==> config.mk <==
export PLATFORM = sky130hd
export DESIGN_NAME = button_debounce_hold_fsm_top
export DESIGN_NICKNAME = d
export VERILOG_FILES = /design/src/sv/bdh_pkg.sv /design/src/sv/bdh_step.sv /design/src/sv/button_debounce_hold_fsm_top.sv
export SDC_FILE = /design/constraint.sdc
export NUM_CORES = 1
export LEC_CHECK = 0
export ABC_AREA = 0
export BUFFER_PORTS_ARGS = -buffer_cell sky130_fd_sc_hd__buf_4
export CORE_UTILIZATION = 35
export CTS_CLUSTER_SIZE = 16
export DETAILED_ROUTE_END_ITERATION = 8
export GPL_ROUTABILITY_DRIVEN = 0
export PLACE_DENSITY = 0.53
export SLEW_MARGIN = 20
export SYNTH_ARGS = -nofsm -noshare
export SYNTH_HDL_FRONTEND = slang
export SYNTH_SLANG_ARGS = --single-unit
==> constraint.sdc <==
create_clock -name clock -period 5.55 [get_ports clock]
set_input_delay 0 -clock clock [delete_from_list [all_inputs] [get_ports clock]]
set_output_delay 0 -clock clock [all_outputs]
set_load 0.01 [all_outputs]
==> src/sv/bdh_pkg.sv <==
`timescale 1ns / 1ps
// Shared types and constants for the button debounce / hold block.
// No dependencies; imported by bdh_step, button_debounce_hold_fsm_top, bdh_scoreboard_pkg and the testbench.
package bdh_pkg;

   // One-hot per-button state
   typedef enum logic [5:0] {
      ST_RELEASED    = 6'b000001,
      ST_PRE_PUSH    = 6'b000010,
      ST_PUSHED      = 6'b000100,
      ST_PRE_HOLD    = 6'b001000,
      ST_HOLD        = 6'b010000,
      ST_PRE_RELEASE = 6'b100000
   } state_type;

   // Encoded state as reported on the result channel
   localparam logic [2:0] CODE_RELEASED    = 3'd0;
   localparam logic [2:0] CODE_PRE_PUSH    = 3'd1;
   localparam logic [2:0] CODE_PUSHED      = 3'd2;
   localparam logic [2:0] CODE_PRE_HOLD    = 3'd3;
   localparam logic [2:0] CODE_HOLD        = 3'd4;
   localparam logic [2:0] CODE_PRE_RELEASE = 3'd5;

   // Configuration register indexes (byte address / 4)
   localparam logic [1:0] REG_DEBOUNCE_LIMIT = 2'd0;
   localparam logic [1:0] REG_HOLD_LIMIT     = 2'd1;
   localparam logic [1:0] REG_PRESSED_LEVEL  = 2'd2;

   localparam logic [7:0] DEBOUNCE_LIMIT_RST = 8'd5;
   localparam logic [7:0] HOLD_LIMIT_RST     = 8'd50;
   localparam logic       PRESSED_LEVEL_RST  = 1'b0;

   // Per-button record: state plus both counters
   typedef struct packed {
      state_type  state;
      logic [7:0] debounce_count;
      logic [7:0] hold_count;
   } entry_type;

   localparam entry_type ENTRY_RST = '{state: ST_RELEASED, debounce_count: 8'd0,
                                       hold_count: 8'd0};

   // Encode one-hot state to the 3-bit reported code
   function automatic logic [2:0] state_code(input state_type st);
      logic [2:0] code;
      case (st)
         ST_RELEASED:    code = CODE_RELEASED;
         ST_PRE_PUSH:    code = CODE_PRE_PUSH;
         ST_PUSHED:      code = CODE_PUSHED;
         ST_PRE_HOLD:    code = CODE_PRE_HOLD;
         ST_HOLD:        code = CODE_HOLD;
         ST_PRE_RELEASE: code = CODE_PRE_RELEASE;
         default:        code = CODE_RELEASED;
      endcase
      return code;
   endfunction

endpackage

==> src/sv/bdh_step.sv <==
`timescale 1ns / 1ps
// Next-state logic for one button: state machine plus debounce and hold counters.
// Depends on bdh_pkg.
module bdh_step
   import bdh_pkg::*;
(
   input  entry_type  cur,
   input  logic       pressed,
   input  logic [7:0] debounce_limit,
   input  logic [7:0] hold_limit,
   output entry_type  nxt
);

   logic [7:0] deb_inc;
   logic [7:0] hold_inc;

   assign deb_inc  = cur.debounce_count + 8'd1;
   assign hold_inc = cur.hold_count + 8'd1;

   // Advance the machine by one sampling tick
   always_comb begin
      nxt = cur;
      case (cur.state)
         ST_RELEASED: begin
            if (pressed) begin
               nxt.debounce_count = 8'd0;
               nxt.state          = ST_PRE_PUSH;
            end
         end
         ST_PRE_PUSH: begin
            if (!pressed) begin
               nxt.debounce_count = 8'd0;
               nxt.state          = ST_PRE_RELEASE;
            end else begin
               nxt.debounce_count = deb_inc;
               if (deb_inc == debounce_limit) begin
                  nxt.state = ST_PUSHED;
               end
            end
         end
         ST_PUSHED: begin
            if (!pressed) begin
               nxt.debounce_count = 8'd0;
               nxt.state          = ST_PRE_RELEASE;
            end else begin
               nxt.hold_count = 8'd0;
               nxt.state      = ST_PRE_HOLD;
            end
         end
         ST_PRE_HOLD: begin
            if (!pressed) begin
               nxt.debounce_count = 8'd0;
               nxt.state          = ST_PRE_RELEASE;
            end else begin
               nxt.hold_count = hold_inc;
               if (hold_inc >= hold_limit) begin
                  nxt.state = ST_HOLD;
               end
            end
         end
         ST_HOLD: begin
            if (!pressed) begin
               nxt.debounce_count = 8'd0;
               nxt.state          = ST_PRE_RELEASE;
            end
         end
         ST_PRE_RELEASE: begin
            if (!pressed) begin
               nxt.debounce_count = deb_inc;
               if (deb_inc == debounce_limit) begin
                  nxt.state = ST_RELEASED;
               end
            end else begin
               nxt.debounce_count = 8'd0;
               nxt.state          = ST_PRE_PUSH;
            end
         end
         default: begin
            nxt = cur;
         end
      endcase
   end

endmodule

==> src/sv/button_debounce_hold_fsm_top.sv <==
`timescale 1ns / 1ps
// Button debounce with long-press detection, top level.
// A beat accepted on the input channel is captured in the input register, and its
// result is loaded into the output register when the result channel can take it.
// Throughput: one beat per cycle unless rsp stalls; the per-button table is read and written in one pass.
// Reset (synchronous): all buttons released, counters zero, limits back to defaults.
module button_debounce_hold_fsm_top
   import bdh_pkg::*;
#(
   parameter int NUM_BUTTONS = 4
) (
   input  logic        clock,
   input  logic        reset,
   // input channel
   input  logic        req_valid,
   output logic        req_stall,
   input  logic [1:0]  req_button_index,
   input  logic        req_pin_level,
   // result channel
   output logic        rsp_valid,
   input  logic        rsp_stall,
   output logic [1:0]  rsp_button_number,
   output logic [2:0]  rsp_button_state,
   // configuration port
   input  logic        csr_psel,
   input  logic        csr_penable,
   input  logic        csr_pwrite,
   input  logic [3:0]  csr_paddr,
   input  logic [31:0] csr_pwdata,
   output logic [31:0] csr_prdata,
   output logic        csr_pready
);

   localparam int IDX_W = (NUM_BUTTONS > 1) ? $clog2(NUM_BUTTONS) : 1;

   // Configuration registers
   logic [7:0] debounce_limit_ff;
   logic [7:0] hold_limit_ff;
   logic       pressed_level_ff;
   logic       csr_wr;
   logic [1:0] csr_idx;

   assign csr_pready = 1'b1;
   assign csr_idx    = csr_paddr[3:2];
   assign csr_wr     = csr_psel & csr_penable & csr_pwrite & csr_pready;

   always_ff @(posedge clock) begin
      if (reset) begin
         debounce_limit_ff <= DEBOUNCE_LIMIT_RST;
         hold_limit_ff     <= HOLD_LIMIT_RST;
         pressed_level_ff  <= PRESSED_LEVEL_RST;
      end else if (csr_wr) begin
         case (csr_idx)
            REG_DEBOUNCE_LIMIT: debounce_limit_ff <= csr_pwdata[7:0];
            REG_HOLD_LIMIT:     hold_limit_ff     <= csr_pwdata[7:0];
            REG_PRESSED_LEVEL:  pressed_level_ff  <= csr_pwdata[0];
            default: begin
            end
         endcase
      end
   end

   // Read back the addressed register
   always_comb begin
      case (csr_idx)
         REG_DEBOUNCE_LIMIT: csr_prdata = {24'd0, debounce_limit_ff};
         REG_HOLD_LIMIT:     csr_prdata = {24'd0, hold_limit_ff};
         REG_PRESSED_LEVEL:  csr_prdata = {31'd0, pressed_level_ff};
         default:            csr_prdata = 32'd0;
      endcase
   end

   // Input register stage
   logic       in_valid_ff;
   logic [1:0] in_idx_ff;
   logic       in_pin_ff;
   logic       advance;

   assign advance   = in_valid_ff & (~rsp_valid | ~rsp_stall);
   assign req_stall = in_valid_ff & ~advance;

   always_ff @(posedge clock) begin
      if (reset) begin
         in_valid_ff <= 1'b0;
      end else if (!req_stall) begin
         in_valid_ff <= req_valid;
      end
   end

   always_ff @(posedge clock) begin
      if (req_valid && !req_stall) begin
         in_idx_ff <= req_button_index;
         in_pin_ff <= req_pin_level;
      end
   end

   // Per-button table and next-state logic
   entry_type             table_ff [NUM_BUTTONS];
   logic [IDX_W-1:0]      sel;
   logic                  in_range;
   entry_type             cur_entry;
   entry_type             nxt_entry;

   assign sel       = IDX_W'(in_idx_ff);
   assign in_range  = (32'(in_idx_ff) < NUM_BUTTONS);
   assign cur_entry = table_ff[sel];

   bdh_step u_step (
      .cur            (cur_entry),
      .pressed        (in_pin_ff == pressed_level_ff),
      .debounce_limit (debounce_limit_ff),
      .hold_limit     (hold_limit_ff),
      .nxt            (nxt_entry)
   );

   // Write back the updated entry as the beat moves to the output register
   always_ff @(posedge clock) begin
      if (reset) begin
         for (int i = 0; i < NUM_BUTTONS; i++) begin
            table_ff[i] <= ENTRY_RST;
         end
      end else if (advance && in_range) begin
         table_ff[sel] <= nxt_entry;
      end
   end

   // Output register stage
   logic       rsp_valid_ff;
   logic [1:0] rsp_num_ff;
   logic [2:0] rsp_state_ff;

   always_ff @(posedge clock) begin
      if (reset) begin
         rsp_valid_ff <= 1'b0;
      end else if (advance) begin
         rsp_valid_ff <= 1'b1;
      end else if (!rsp_stall) begin
         rsp_valid_ff <= 1'b0;
      end
   end

   always_ff @(posedge clock) begin
      if (advance) begin
         rsp_num_ff   <= in_idx_ff;
         rsp_state_ff <= in_range ? state_code(nxt_entry.state) : CODE_RELEASED;
      end
   end

   assign rsp_valid         = rsp_valid_ff;
   assign rsp_button_number = rsp_num_ff;
   assign rsp_button_state  = rsp_state_ff;

endmodule

# After elaboration in Yosys (flattened, before gate mapping)
# Memories as Yosys holds them, arrays and structs flattened. A register that Yosys moved wholly into a read port is not among the register bits.
# Index checks and enable logic that the tools add are counted.
# Widths: inputs -> output; s select.
[word_totals]
reg_bits = 27
mem_bits_rw = 88
input_bits = 46
output_inout_bits = 40
wordCells = 71
memories = 1
[memory_table]
columns = ["name", "depth", "word_bits", "read_ports", "rd_clocked_by_memory_dff", "write_ports", "line_no", "rtl"]
rows = [
  ["table_ff", 4, 22, 1, 1, 4, "button_debounce_hold_fsm_top.sv:98", "entry_type table_ff [NUM_BUTTONS];"],
]
[classes]
addsub = 2
n_lt_le_gt_ge = 1
n_eq_ne = 16
muxes = 27
n_bitwise = 8
n_reduce_logical = 7
[op_table]
columns = ["operator", "n"]
rows = [
  ["$pmux 14 s6", 1],
  ["$mux 14", 4],
  ["$mux 6", 5],
  ["$mux 8", 3],
  ["$pmux 8 s3", 1],
  ["$mux 22", 1],
  ["$reduce_or 22->1", 1],
  ["$add 8x1->8 const B", 2],
  ["$pmux 8 s2", 1],
  ["$pmux 3 s5", 1],
  ["$eq 6x2->1 const B", 2],
  ["$eq 6x3->1 const B", 2],
  ["$eq 6x4->1 const B", 2],
  ["$eq 6x5->1 const B", 2],
  ["$eq 6x6->1 const B", 2],
  ["$eq 8x8->1", 1],
  ["$ge 8x8->1", 1],
  ["$mux 1", 8],
  ["$eq 6x1->1 const B", 1],
  ["$reduce_and 2->1", 3],
  ["$and 1x1->1", 4],
  ["$mux 2", 2],
  ["$not 1->1", 3],
  ["$eq 2x1->1 const B", 1],
  ["other kinds (7)", 7],
]

# Longest topological paths before layout
# Gate-level depths: netlist of run 1.
[depth]
word_depth = 8
depth_mapped = 17
mapped_depth_nobuf = 14

# Cells and area by module
# A second synthesis of run 1 with hierarchy kept.
[unflattened]
hier_cells = 552
area_unflattened_um2 = 6601.3
[by_module_without_submodules]
columns = ["module", "n_inst", "cells_each", "area_each_um2", "seq_area_each_um2"]
rows = [
  ["button_debounce_hold_fsm_top", 1, 376, 5398.9, 3303.2],
  ["bdh_step", 1, 176, 1202.4, 0.0],
]

# Worst setup path before layout of run 1
# OpenSTA, ideal clock, no wires.
[synth_path]
path_kind = "register -> register"
start = "register (tool-made name)"
end = "register rsp_state_ff[1] (netlist: rsp_button_state[1]), data pin"
setup_ps = 264
arrival_ps = 3767
t_required_ps = 5286
path_slack_ps = 1519
stages_incl_launch_ff = 18
path_buffers = 3
synth_period_minus_slack_ps = 4031
cell_sequence = "dfxtp_1 > buf_6 > buf_12 > buf_2 > mux4_2 > ha_1 > nand3_1 > nor2_1 > xor2_1 > ha_1 > a21o_1 > a221o_1 > a21oi_1 > a31oi_1 > o31ai_1 > a211oi_1 > o22ai_1 > nor3_1"
[synth_rtl]
columns = ["item", "line_no", "rtl"]
rows = [
  ["to (signal assigned)", "button_debounce_hold_fsm_top.sv:145", "rsp_state_ff <= in_range ? state_code(nxt_entry.state) : CODE_RELEASED;"],
  ["to (decl)", "button_debounce_hold_fsm_top.sv:130", "logic [2:0] rsp_state_ff;"],
]

==> results of run 1 <==
==> cells in the mapped netlist, types with 9 or more instances <==
master and n:
nand2_1 25, xnor2_1 12, dfxtp_1 21, inv_1 13
mux2i_1 23, ha_1 11, mux4_2 22, nor3_1 9
o21ai_0 11, edfxtp_1 96, nor2_1 119, a21oi_1 15
buf_4 26, nand2b_1 13, clkbuf_1 18
==> cells by family after synthesis <==
family / after synthesis
multiplexers: 48
AND/OR/NAND/NOR: 216
XOR/XNOR: 19
adder cells (fa/ha/maj): 11
flip-flops: 117
other: 2
buffers and inverters: 63
AO/OA/AOI/OAI: 77
==> cells in the final DEF, fill, tap and decap left out, types with 4 or more instances in the layout <==
cell and count:
a22oi_1 5, dlygate4sd3_1 17, nand2b_1 10, bufinv_16 7
a21o_1 8, nor3_2 4, o21a_1 4, clkinv_1 4
nor3_1 9, edfxtp_1 96, and3_1 8, mux2i_1 23
conb_1 25, nor2_1 119, nand3b_1 5, a211o_1 7
mux4_2 22, nand3_1 7, xor2_1 6, nand2_1 25
dfxtp_1 21, nor2b_1 5, o21ai_0 11, ha_1 11
a21oi_1 15, buf_4 43, xnor2_1 12, inv_1 13
clkbuf_16 17
==> critical path, cell delays in order (launching register included) <==
cell       delay [ns]
dfxtp_1          0.63
buf_4            0.34
mux4_2           0.59
and3_1           0.26
nand3_1          0.10
xnor2_1          0.10
ha_1             0.31
and3_1           0.17
and3_1           0.16
a21oi_1          0.12
a31oi_1          0.31
nor2_1           0.09
a211oi_1         0.48
a2bb2oi_1        0.44
nor2_1           0.09
==> flip-flops by register name, summed over array words and instances (netlist names), named ones only <==
name               cells
rsp_valid              1
in_pin_ff              1
hold_limit_ff          8
debounce_limit_ff      8
table_ff              88
rsp_button_state       3
in_valid_ff            1
pressed_level_ff       1
in_idx_ff              2
rsp_button_number      2
==> routing by layer <==
| layer | wire [um] | part of all wire (%) |
|---|---|---|
| met4 | 258 | 1.7 |
| met5 | 0 | 0 |
| met3 | 812 | 5.2 |
| met1 | 7000 | 45 |
| met2 | 7500 | 48 |
==> area by class of cell <==
type / count / area, um^2 / share of cell area, %
Clock buffer: 17 / 425 / 5.60
Timing Repair Buffer: 60 / 493 / 6.48
Sequential cell: 117 / 3300 / 43.4
Inverter: 13 / 48.8 / 0.642
Clock inverter: 15 / 259 / 3.41
Multi-Input combinational cell: 396 / 2790 / 36.7
Tap cell: 225 / 282 / 3.70
==> power breakdown <==
part           switching (mW)  leakage (nW)  internal [mW]  total (mW)
sequential             0.0165          1.15          0.989        1.01
clock                   0.392         0.327          0.881        1.27
combinational           0.201          1.42          0.131       0.331
total                   0.609          2.89           2.00        2.61
==> repair_timing <==
item	4_1_cts	5_1_grt
hold buffers	17	0
resized for setup	0	0
endpoints found under the hold margin	24	0
==> worst paths after layout <==
| path | cells past startpoint | slack [ns] | endpoint | start |
|---|---|---|---|---|
| worst min-delay path | 5 | 0.08 | pressed_level_ff$_SDFFE_PP0P_ | csr_penable |
| worst max register to register | 14 | 1.08 | table_ff[1][17]$_SDFFCE_PN0P_ | flip-flop |
| worst max-delay path | 14 | 1.08 | table_ff[1][17]$_SDFFCE_PN0P_ | flip-flop |
| worst min register to register | 2 | 0.50 | rsp_valid$_SDFFE_PP0P_ | in_valid_ff$_SDFFE_PP0N_ |
==> run summary, run 1 <==
==========================================================================================
Result of the run                                                             finished, final reports clean
Final Power                                                                        2.61 mW
Via count of the first global-routing pass                                            4257
GR met2 Demand/Resource                                                              29.2%
Final worst path period share                                                        80.5%
Clock tree from TritonCTS                                                              yes
Dominant register cell in the synthesized netlist                                 edfxtp_1
Setup repair after global routing missed its margin                                  false
Cell area after layout                                                           7600 um^2
Total clock buffers created by CTS                                                      17
Synth unique cells                                                                      64
Total of flip-flops plus latches after synthesis                                       117
Setup slack after layout                                                           1.08 ns
Dominant cells by area after synthesis                                        edfxtp_1 45%, mux4_2 7.8%, nor2_1 7.0%
Filler cell count                                                                     1638
Maximum count of clock buffers along a single path                                       2
All-layer global routing usage                                                       17.7%
Detailed-route via count                                                              4396
Hold violation total from the final report                                               0
Slew headroom                                                                        41.8%
Synthesized-area fraction occupied by xor and xnor cells                             2.73%
GR Layer Usage met3                                                                  4.15%
Sequential cell area fraction in the yosys report                                    51.9%
Width of the chip                                                                   137 um
Final setup viols                                                                        0
Starting density of the core                                                         36.3%
Clk Latency, worst-skew pair                                                       0.42 ns
Simple-gate portion of the synthesized area                                          15.9%
Cell at the root of the clock tree                                               clkbuf_16
Post-synthesis compound-gate area fraction                                           9.60%
Mapped Cells                                                                           553
Required arrival time at the worst endpoint                                        5.70 ns
Yosys top cell by area                                                            edfxtp_1
Critical path type                                                            flip-flop to flip-flop
DRC violation total after the first TritonRoute iteration                              266
Main combinational cell family by area after synthesis                        simple AND/OR/NAND/NOR gates
Number of pins with negative max-slew slack in the final report                          0
Cell area after placement                                                        6750 um^2
Total standard cell area after synthesis                                         6360 um^2
Std cell rows                                                                           48
Share of layout cells above drive strength 1                                         19.7%
Share of synthesized cell area in full adder, half adder and majority cells          2.16%
Count of non-filler cells in the finished layout                                       843
Grt total ovfl                                                                           0
Worst slack at placement                                                           1.06 ns
Buffers added on ports                                                                  34
Layer with the highest usage                                                          met2
Post-detailed-route via-to-cell ratio                                                 5.21
Critical Path Start Type                                                         flip-flop
Die Y                                                                               137 um
Synth Area per Inst                                                              11.5 um^2
Fraction of registers with async set/reset                                              0%
Critical Path AT                                                                   4.62 ns
Fmax achieved                                                                    0.224 GHz
DP Cell Count                                                                          794
Antenna violations before repair                                                         0
Worst IR Drop VDD                                                                   271 uV
Number of detailed-route iterations in the first pass                                    4
Global-route wire length before repair                                            23800 um
Clk_skew                                                                         0.0108 ns
Final total negative setup slack                                                      0 ns
Power density over the cells                                                   343 nW/um^2
Hold Worst Slack                                                                 0.0780 ns
Die footprint                                                                   18700 um^2
Share of cell area taken by muxes after synthesis                                    11.9%
Fraction of post-synthesis cell area in the top cell type by area                    45.3%
Core utilization of the finished layout                                              43.4%
Average wire per standard cell                                                     18.5 um
Number of enable flip-flop cells after synthesis                                        96
Post-layout net count                                                                  662
Routed Antenna Nets                                                                      0
Setup crit end kind                                                              flip-flop
Critical Path Fanout Max                                                                10
Syn. warnings                                                                            0
Maximum number of pins on one net before global-route repair                            25
Class of the most critical hold timing path                                   input port to flip-flop
Sum of routed wire length over all layers                                         15600 um
Antenna diode instance count                                                             0
Max-cap violations                                                                       0
Clock-pin slew on the worst setup and hold paths                                   0.05 ns
Met1 Use GR                                                                          22.3%
Top-Level Pins                                                                          86
Min Tclk post-route                                                                4.47 ns
Drt drc                                                                                  0
HPWL after DPL                                                                    10200 um
Placeable core region                                                           17500 um^2
Slew of the pin with the lowest slew margin                                       0.868 ns
Leak                                                                               2.89 nW
Post-CTS Setup Inserts                                                                   0
Synthesis-to-finish area growth                                                      19.5%
Clock sinks                                                                            117
H-tree lvl count                                                                         4
==========================================================================================
Note: power is estimated with default switching activity, not from simulation.
==> inputs of run 2 (changes only) <==
Settings changed: ABC_AREA 0 to 1.
Clock period 5.55 ns to 4.6 ns, I/O delays scaled along.
==> run 2 against run 1 <==
  * Global-route usage is 0.18 points higher
  * Combinational power up 37%
  * Sequential cell count did not move
  * Via count grew 15%
  * Die area grew 1.8%
  * Non-clock buffer count grew 4
  * Clock power increased by 8%
  * Critical path depth grew 4
  * Cell count rose by 26%
  * Final area up 0.71%
  * Worst setup slack worse by 0.20 ns
  * Largest cell class unchanged
==> run summary, run 2 <==
================================================================================
Dominant register cell in the synthesized netlist                       edfxtp_1
Starting density of the core                                               35.9%   -0.34 points
Die Y                                                                     138 um   +0.90%
Total standard cell area after synthesis                               6480 um^2   +1.8%
Synth Area per Inst                                                    8.50 um^2   -26%
Via count of the first global-routing pass                                  4843   +14%
Post-detailed-route via-to-cell ratio                                       4.77   -8.5%
Switch Pwr                                                              0.795 mW   +30%
Worst IR Drop VDD                                                         188 uV   -31%
Maximum count of clock buffers along a single path                             2   unchanged
Mapped Cells                                                                 762   +38%
DRC violation total after the first TritonRoute iteration                    292   +9.8%
Detailed-route via count                                                    5065   +15%
Std cell rows                                                                 49   +2.1%
Global-route wire length before repair                                  26100 um   +9.6%
Leak                                                                     3.28 nW   +14%
Commonest non-fill, non-tap cells in the layout                     202 x nand2_1, 97 x nor2_1, 96 x edfxtp_1, 72 x inv_1, 53 x nand3_1
Worst slack at placement                                                0.932 ns   -0.130 ns
Largest register by flop count                                          table_ff
Total of flip-flops plus latches after synthesis                             117   unchanged
Most common cell after layout, fill and taps aside                       nand2_1
Final worst path period share                                              80.9%   +0.38 points
Routed Antenna Nets                                                            0   unchanged
Buffers added on ports                                                        34   unchanged
Critical Path Start Type                                               flip-flop
Total clock buffers created by CTS                                            17   unchanged
Final setup viols                                                              0   unchanged
Width of the chip                                                         138 um   +0.90%
List of cells traversed by the critical path                        buf_4 > o21ai_0 > o22ai_2 > ha_1 > nand4_1 > nor3_2 > xor2_1 > ha_1 > nand2_1 > nor2_1 > nand4_1 > o2111a_1 > nand2_1 > nand2_1 > nand2_1 > inv_1 > nor2_1 > nand3_1
Worst reg-to-reg path cell count                                              18   +4
Average wire per standard cell                                           15.5 um   -16%
Sum of routed wire length over all layers                               16400 um   +5.4%
Synth unique cells                                                            47   -27%
Flip-flop count of the largest register after layout                          88   unchanged
Required arrival time at the worst endpoint                              4.74 ns   -0.96 ns
Net switching share of the total power                                     26.2%   +2.9 points
Class of the most critical hold timing path                         input port to flip-flop
Number of gates resized after cts                                              0   unchanged
Critical path type                                                  flip-flop to flip-flop
Logic pwr share                                                            14.9%   +2.2 points
Sequential cell area fraction in the yosys report                          51.0%   -0.93 points
Internal Pwr Total                                                       2.24 mW   +12%
Fraction of registers with async set/reset                                    0%   unchanged
Top-Level Pins                                                                86   unchanged
Clock tree from TritonCTS                                                    yes
Number of cells on the critical path                                          18   +4
H-tree lvl count                                                               4   unchanged
Cell types with the highest counts after synthesis                  202 x nand2_1, 97 x nor2_1, 96 x edfxtp_1
Fmax achieved                                                          0.269 GHz   +20%
Endpoint of the most critical register-to-register path             rsp_button_state[0]$_DFFE_PP_
Maximum number of pins on one net before global-route repair                  48   +92%
Drt drc                                                                        0   unchanged
Yosys top cell by area                                                  edfxtp_1
Post-layout net count                                                        876   +32%
Share of layout cells above drive strength 1                               15.4%   -4.4 points
Cell at the root of the clock tree                                     clkbuf_16
Placeable core region                                                 18000 um^2   +2.8%
Max-cap violations                                                             0   unchanged
Clock sinks                                                                  117   unchanged
HPWL after DPL                                                          10800 um   +6.6%
Number of enable flip-flop cells after synthesis                              96   unchanged
Die footprint                                                         19100 um^2   +1.8%
Final total negative setup slack                                            0 ns   unchanged
Core utilization of the finished layout                                    42.5%   -0.88 points
Critical Path Fanout Max                                                      47   +37
Worst Path Buf+Inv                                                             2   +1
Min Tclk post-route                                                      3.72 ns   -0.747 ns
Slew headroom                                                              48.3%   +6.5 points
Grt total ovfl                                                                 0   unchanged
Biggest regs                                                        table_ff x88, debounce_limit_ff x8, hold_limit_ff x8
Synthesis-to-finish area growth                                            18.2%
Flop2flop setup slack                                                    0.88 ns   -0.20 ns
Number of pins with negative max-slew slack in the final report                0   unchanged
CP top delay family                                                 simple AND/OR/NAND/NOR gates
Antenna violations before repair                                               0   unchanged
Hold violation total from the final report                                     0   unchanged
Setup repair after global routing missed its margin                        false
Sequential share of power                                                  39.9%   +1.4 points
Setup slack after layout                                                0.879 ns   -0.203 ns
Largest stage delay, worst path                                          0.49 ns   -0.14 ns
Cell with the most instances after synthesis                             nand2_1
Clk Latency, worst-skew pair                                             0.41 ns   about the same
Crit path top cell by count                                              nand2_1
All-layer global routing usage                                             17.9%   +0.18 points
Setup crit end kind                                                    flip-flop
Fraction of post-synthesis cell area in the top cell type by area          44.5%   -0.81 points
Dominant cells by area after synthesis                              edfxtp_1 44%, nand2_1 12%, dfxtp_1 6.5%
Antenna diode instance count                                                   0   unchanged
Power density over the cells                                         396 nW/um^2   +15%
Clk_skew                                                              0.00892 ns   -0.00190 ns
Clock-pin slew on the worst setup and hold paths                         0.05 ns   about the same
Endpoint of the worst setup timing path                             rsp_button_state[0]$_DFFE_PP_
Result of the run                                                   finished, final reports clean
Clock power share                                                          45.2%   -3.6 points
Slew of the pin with the lowest slew margin                             0.775 ns   -0.0930 ns
Slowest-stage cell, CP                                                     buf_4
Syn. warnings                                                                  0   unchanged
Critical Path AT                                                         3.86 ns   -0.76 ns
Number of detailed-route iterations in the first pass                          4   unchanged
================================================================================
==> run 2: cell count changes in the layout (fill, tap and decap cells not counted), sizes merged, moves of 13 or more <==
cell,change
nand2,+188
inv,+68
nand3,+51
a21oi,+27
mux2i,-23
mux4,-22
o21ai,+21
nor2,-14
nand2b,-13
==> run 2: worst min-delay path by stage <==
stage / startpoint / to / slack, ns / cells past startpoint
2_1_floorplan: reset / in_valid_ff$_SDFFE_PP0N_ / 0.07 / 1
3_3_place_gp: req_pin_level / in_pin_ff$_DFFE_PP_ / 0.18 / 1
3_5_place_dp: req_pin_level / in_pin_ff$_DFFE_PP_ / 0.18 / 1
4_1_cts: rsp_stall / in_valid_ff$_SDFFE_PP0N_ / 0.002 / 5
5_1_grt: csr_penable / pressed_level_ff$_SDFFE_PP0P_ / 0.07 / 4
6_report: rsp_stall / in_valid_ff$_SDFFE_PP0N_ / 0.02 / 5
==> run 2: power groups by stage <==
stage                     Clock (mW)  Combinational, mW  Sequential, mW
final                           1.37              0.452            1.21
after global routing            1.44              0.506            1.22
after CTS                       1.39              0.452            1.21
after detailed placement           0              0.440            1.23
after global placement             0              0.438            1.23
after floorplan                    0              0.336            1.23
==> run 2: worst min-delay path, stage by stage <==
cell and delay [ns]:
buf_4 0.11, nand2_1 0.09, nor2_1 0.06, inv_1 0.06
a21oi_1 0.06
==> run 2: cell type report <==
| cell class | count | area, um^2 |
|---|---|---|
| tap | 229 | 287 |
| fill | 1824 | 10400 |
| timing repair buffer | 64 | 533 |
| inverter | 83 | 314 |
| clock buffer | 17 | 425 |
| clock inverter | 15 | 186 |
| multi-input combinational | 536 | 2610 |
| sequential | 117 | 3300 |
==> run 2: metal layers <==
metal  vias to the layer above  track usage (%)  share of wire, %
met1                      2352             24.2                49
met4                         0             6.77               1.5
met3                        16             3.22               3.7
li1                       2585                -                 -
met2                       112             28.4                46
met5                         -                0                 0
==> run 2: through the flow <==
stage          std cells  hold slack [ns]  total power, mW  instance area (um^2)
5_1_grt             1061           0.0694             3.16                  7660
6_report            1061           0.0180             3.03                  7660
2_1_floorplan        785           0.0691             1.57                  6570
3_3_place_gp        1013            0.179             1.67                  6880
4_1_cts             1061          0.00167             3.06                  7660
3_5_place_dp        1013            0.180             1.67                  6880
==> run 2: what timing repair did <==
| action | in CTS | in global routing |
|---|---|---|
| hold endpoints to repair | 24 | 0 |
| buffers inserted | 0 | 0 |
| setup endpoints to repair | 0 | 0 |
| hold buffers | 16 | 0 |
==> run 2: cells by family after synthesis <==
| group | Yosys count | share of synthesized area [%] |
|---|---|---|
| simple gates | 393 | 26.0 |
| buf+inv | 132 | 10.3 |
| flops | 117 | 51.0 |
| compound gates | 98 | 8.96 |
| fa+ha+maj | 11 | 2.12 |
| xor+xnor | 9 | 1.45 |
| other cells | 2 | 0.116 |
==> inputs of run 3 (changes only) <==
Clock period 4.6 ns to 3.7 ns, I/O delays scaled along.
==> run 3 against run 2 <==
  * Worst setup slack got worse by 0.54 ns
  * Via count down 0.83%
  * Core utilization up 0.43 points
  * Total power up 27%
  * Largest cell class unchanged
  * Die area is the same
  * Highest routed layer unchanged
==> run summary, run 3 (synthesis gave the netlist of run 2 again) <==
==============================================================================
Result of the run                                                 finished, final reports clean
Post-layout net count                                                      880   +0.46%
Critical path type                                                flip-flop to flip-flop
HPWL after DPL                                                        11200 um   +2.9%
Worst IR Drop VDD                                                       281 uV   +50%
Slew of the pin with the lowest slew margin                           0.710 ns   -0.0652 ns
Global-route wire length before repair                                25800 um   -1.4%
Internal Pwr Total                                                     2.85 mW   +27%
Clk Latency, worst-skew pair                                           0.42 ns   about the same
Average wire per standard cell                                         15.5 um   +0.43%
Maximum count of clock buffers along a single path                           2   unchanged
Std cell rows                                                               49   unchanged
Most common cell after layout, fill and taps aside                     nand2_1
Flip-flop count of the largest register after layout                        88   unchanged
Routed Antenna Nets                                                          0   unchanged
Number of cells on the critical path                                        19   +1
Detailed-route via count                                                  5023   -0.83%
Final worst path period share                                            90.8%   +9.9 points
Buffers added on ports                                                      34   unchanged
Fmax achieved                                                        0.298 GHz   +11%
Setup crit end kind                                                  flip-flop
GR met2 Demand/Resource                                                  28.3%   -0.13 points
Final total negative setup slack                                          0 ns   unchanged
CP top delay family                                               simple AND/OR/NAND/NOR gates
Required arrival time at the worst endpoint                            3.86 ns   -0.88 ns
Critical Path AT                                                       3.51 ns   -0.35 ns
Number of pins with negative max-slew slack in the final report              0   unchanged
Share of layout cells above drive strength 1                             15.2%   -0.18 points
Critical Path Start Type                                             flip-flop
Sequential share of power                                                39.2%   -0.7 points
Slew headroom                                                            52.6%   +4.3 points
Cell at the root of the clock tree                                   clkbuf_16
Placeable core region                                               18000 um^2   unchanged
Number of cells on the worst hold path                                       4   -1
Maximum number of pins on one net before global-route repair                27   -44%
Min Tclk post-route                                                    3.36 ns   -0.363 ns
Crit path top cell by count                                            nand2_1
Starting density of the core                                             35.9%   unchanged
Net switching share of the total power                                   25.7%   -0.50 points
Commonest non-fill, non-tap cells in the layout                   202 x nand2_1, 97 x nor2_1, 96 x edfxtp_1, 72 x inv_1, 53 x nand3_1
Worst reg-to-reg path cell count                                            19   +1
Filler cell count                                                         1800   -1.3%
Clock-pin slew on the worst setup and hold paths                       0.05 ns   about the same
Final setup viols                                                            0   unchanged
Die Y                                                                   138 um   unchanged
Width of the chip                                                       138 um   unchanged
Core utilization of the finished layout                                  42.9%   +0.43 points
List of cells traversed by the critical path                      buf_4 > o21ai_0 > o22ai_2 > buf_4 > nand4_1 > nor2_1 > nand2_1 > xnor2_2 > ha_1 > nand2_1 > nor2_1 > nand4_1 > o2111a_1 > nand2_1 > nand2_1 > nand2_1 > inv_1 > nor2_1 > nand3_1
DRC violation total after the first TritonRoute iteration                  303   +3.8%
Synthesis-to-finish area growth                                          19.4%
Antenna violations before repair                                             0   unchanged
Switch Pwr                                                            0.988 mW   +24%
Via count of the first global-routing pass                                4714   -2.7%
Worst Path Buf+Inv                                                           3   +1
Clock power share                                                        45.7%   +0.5 points
Largest register by flop count                                        table_ff
Die footprint                                                       19100 um^2   unchanged
Largest stage delay, worst path                                        0.45 ns   -0.04 ns
Hold violation total from the final report                                   0   unchanged
Logic pwr share                                                          15.0%   about the same
Post-detailed-route via-to-cell ratio                                     4.72   -1.1%
Top-Level Pins                                                              86   unchanged
Met1 Use GR                                                              24.7%   +0.46 points
Drt drc                                                                      0   unchanged
H-tree lvl count                                                             4   unchanged
Clk_skew                                                            0.00850 ns   -0.000422 ns
Critical Path Fanout Max                                                    12   -74%
GR Layer Usage met3                                                      3.15%   -0.069 points
Sum of routed wire length over all layers                             16500 um   +0.71%
Clock sinks                                                                117   unchanged
Total clock buffers created by CTS                                          17   unchanged
Clock tree from TritonCTS                                                  yes
Leak                                                                   3.33 nW   +1.4%
Slowest-stage cell, CP                                                 dfxtp_4
Power density over the cells                                       497 nW/um^2   +25%
Antenna diode instance count                                                 0   unchanged
Layer with the highest usage                                              met2
All-layer global routing usage                                           17.7%   -0.12 points
Grt total ovfl                                                               0   unchanged
Biggest regs                                                      table_ff x88, debounce_limit_ff x8, hold_limit_ff x8
Max-cap violations                                                           0   unchanged
Number of detailed-route iterations in the first pass                        4   unchanged
Class of the most critical hold timing path                       input port to flip-flop
Setup repair after global routing missed its margin                      false
==============================================================================
-- run 3: changes by cell type in the layout (fill, tap and decap cells not counted), moves of 2 or more --
cell | before | now
clkinvlp_4 | 4 | 0
buf_12 | 1 | 4
clkinv_2 | 4 | 2
clkinv_1 | 5 | 8
-- run 3: path summary, 6_finish.rpt --
check                                             from                              to  slack (ns)
worst max-delay path                         flip-flop   rsp_button_state[0]$_DFFE_PP_        0.34
worst min-delay path                       csr_penable   pressed_level_ff$_SDFFE_PP0P_       0.009
worst max register to register               flip-flop   rsp_button_state[0]$_DFFE_PP_        0.34
worst min register to register  in_idx_ff[0]$_DFFE_PP_  rsp_button_number[0]$_DFFE_PP_        0.48
-- run 3: worst reg2reg max path, stage by stage, from the launching register on --
cell	delay (ns)
dfxtp_4	0.45
buf_4	0.23
o21ai_0	0.14
o22ai_2	0.22
buf_4	0.18
nand4_1	0.14
nor2_1	0.12
nand2_1	0.10
xnor2_2	0.17
ha_1	0.31
nand2_1	0.07
nor2_1	0.14
nand4_1	0.10
o2111a_1	0.17
nand2_1	0.07
nand2_1	0.05
nand2_1	0.17
inv_1	0.06
nor2_1	0.13
nand3_1	0.10
-- run 3: cell type report --
class	count	area [um^2]	share of cell area, %
Timing Repair Buffer	68	601	7.77
Inverter	83	317	4.09
Sequential cell	117	3310	42.8
Multi-Input combinational cell	536	2610	33.7
Clock inverter	13	188	2.43
Clock buffer	18	429	5.55
Tap cell	229	287	3.70
-- run 3: metrics by stage --
stage	instances	hold WS (ns)	area (um^2)	power [mW]	setup slack, ns
global route	1064	0.0926	7730	3.98	0.0548
CTS	1064	0.00511	7730	3.86	0.258
global placement	1017	0.178	6950	2.09	0.287
finish	1064	0.00921	7730	3.84	0.342
floorplan	785	0.0691	6570	1.95	0.694
detailed placement	1017	0.180	6950	2.10	0.283
-- run 3: power by group through the flow --
stage	logic, mW	clock network [mW]	registers (mW)
2_1_floorplan	0.418	0	1.53
3_3_place_gp	0.560	0	1.53
3_5_place_dp	0.562	0	1.53
4_1_cts	0.579	1.77	1.51
5_1_grt	0.643	1.82	1.51
6_report	0.576	1.76	1.51
-- run 3: what timing repair did --
action                                 CTS  global route
endpoints found under the hold margin   24             0
hold buffers                            16             0
resized for setup                        0             3
setup endpoints to repair                0             1
setup buffers                            0             0
-- run 3: metal layers --
metal	part of all wire, %	up-vias
li1	-	2597
met1	49	2301
met2	45	113
met3	4.5	12
met4	0.97	0
met5	0	-
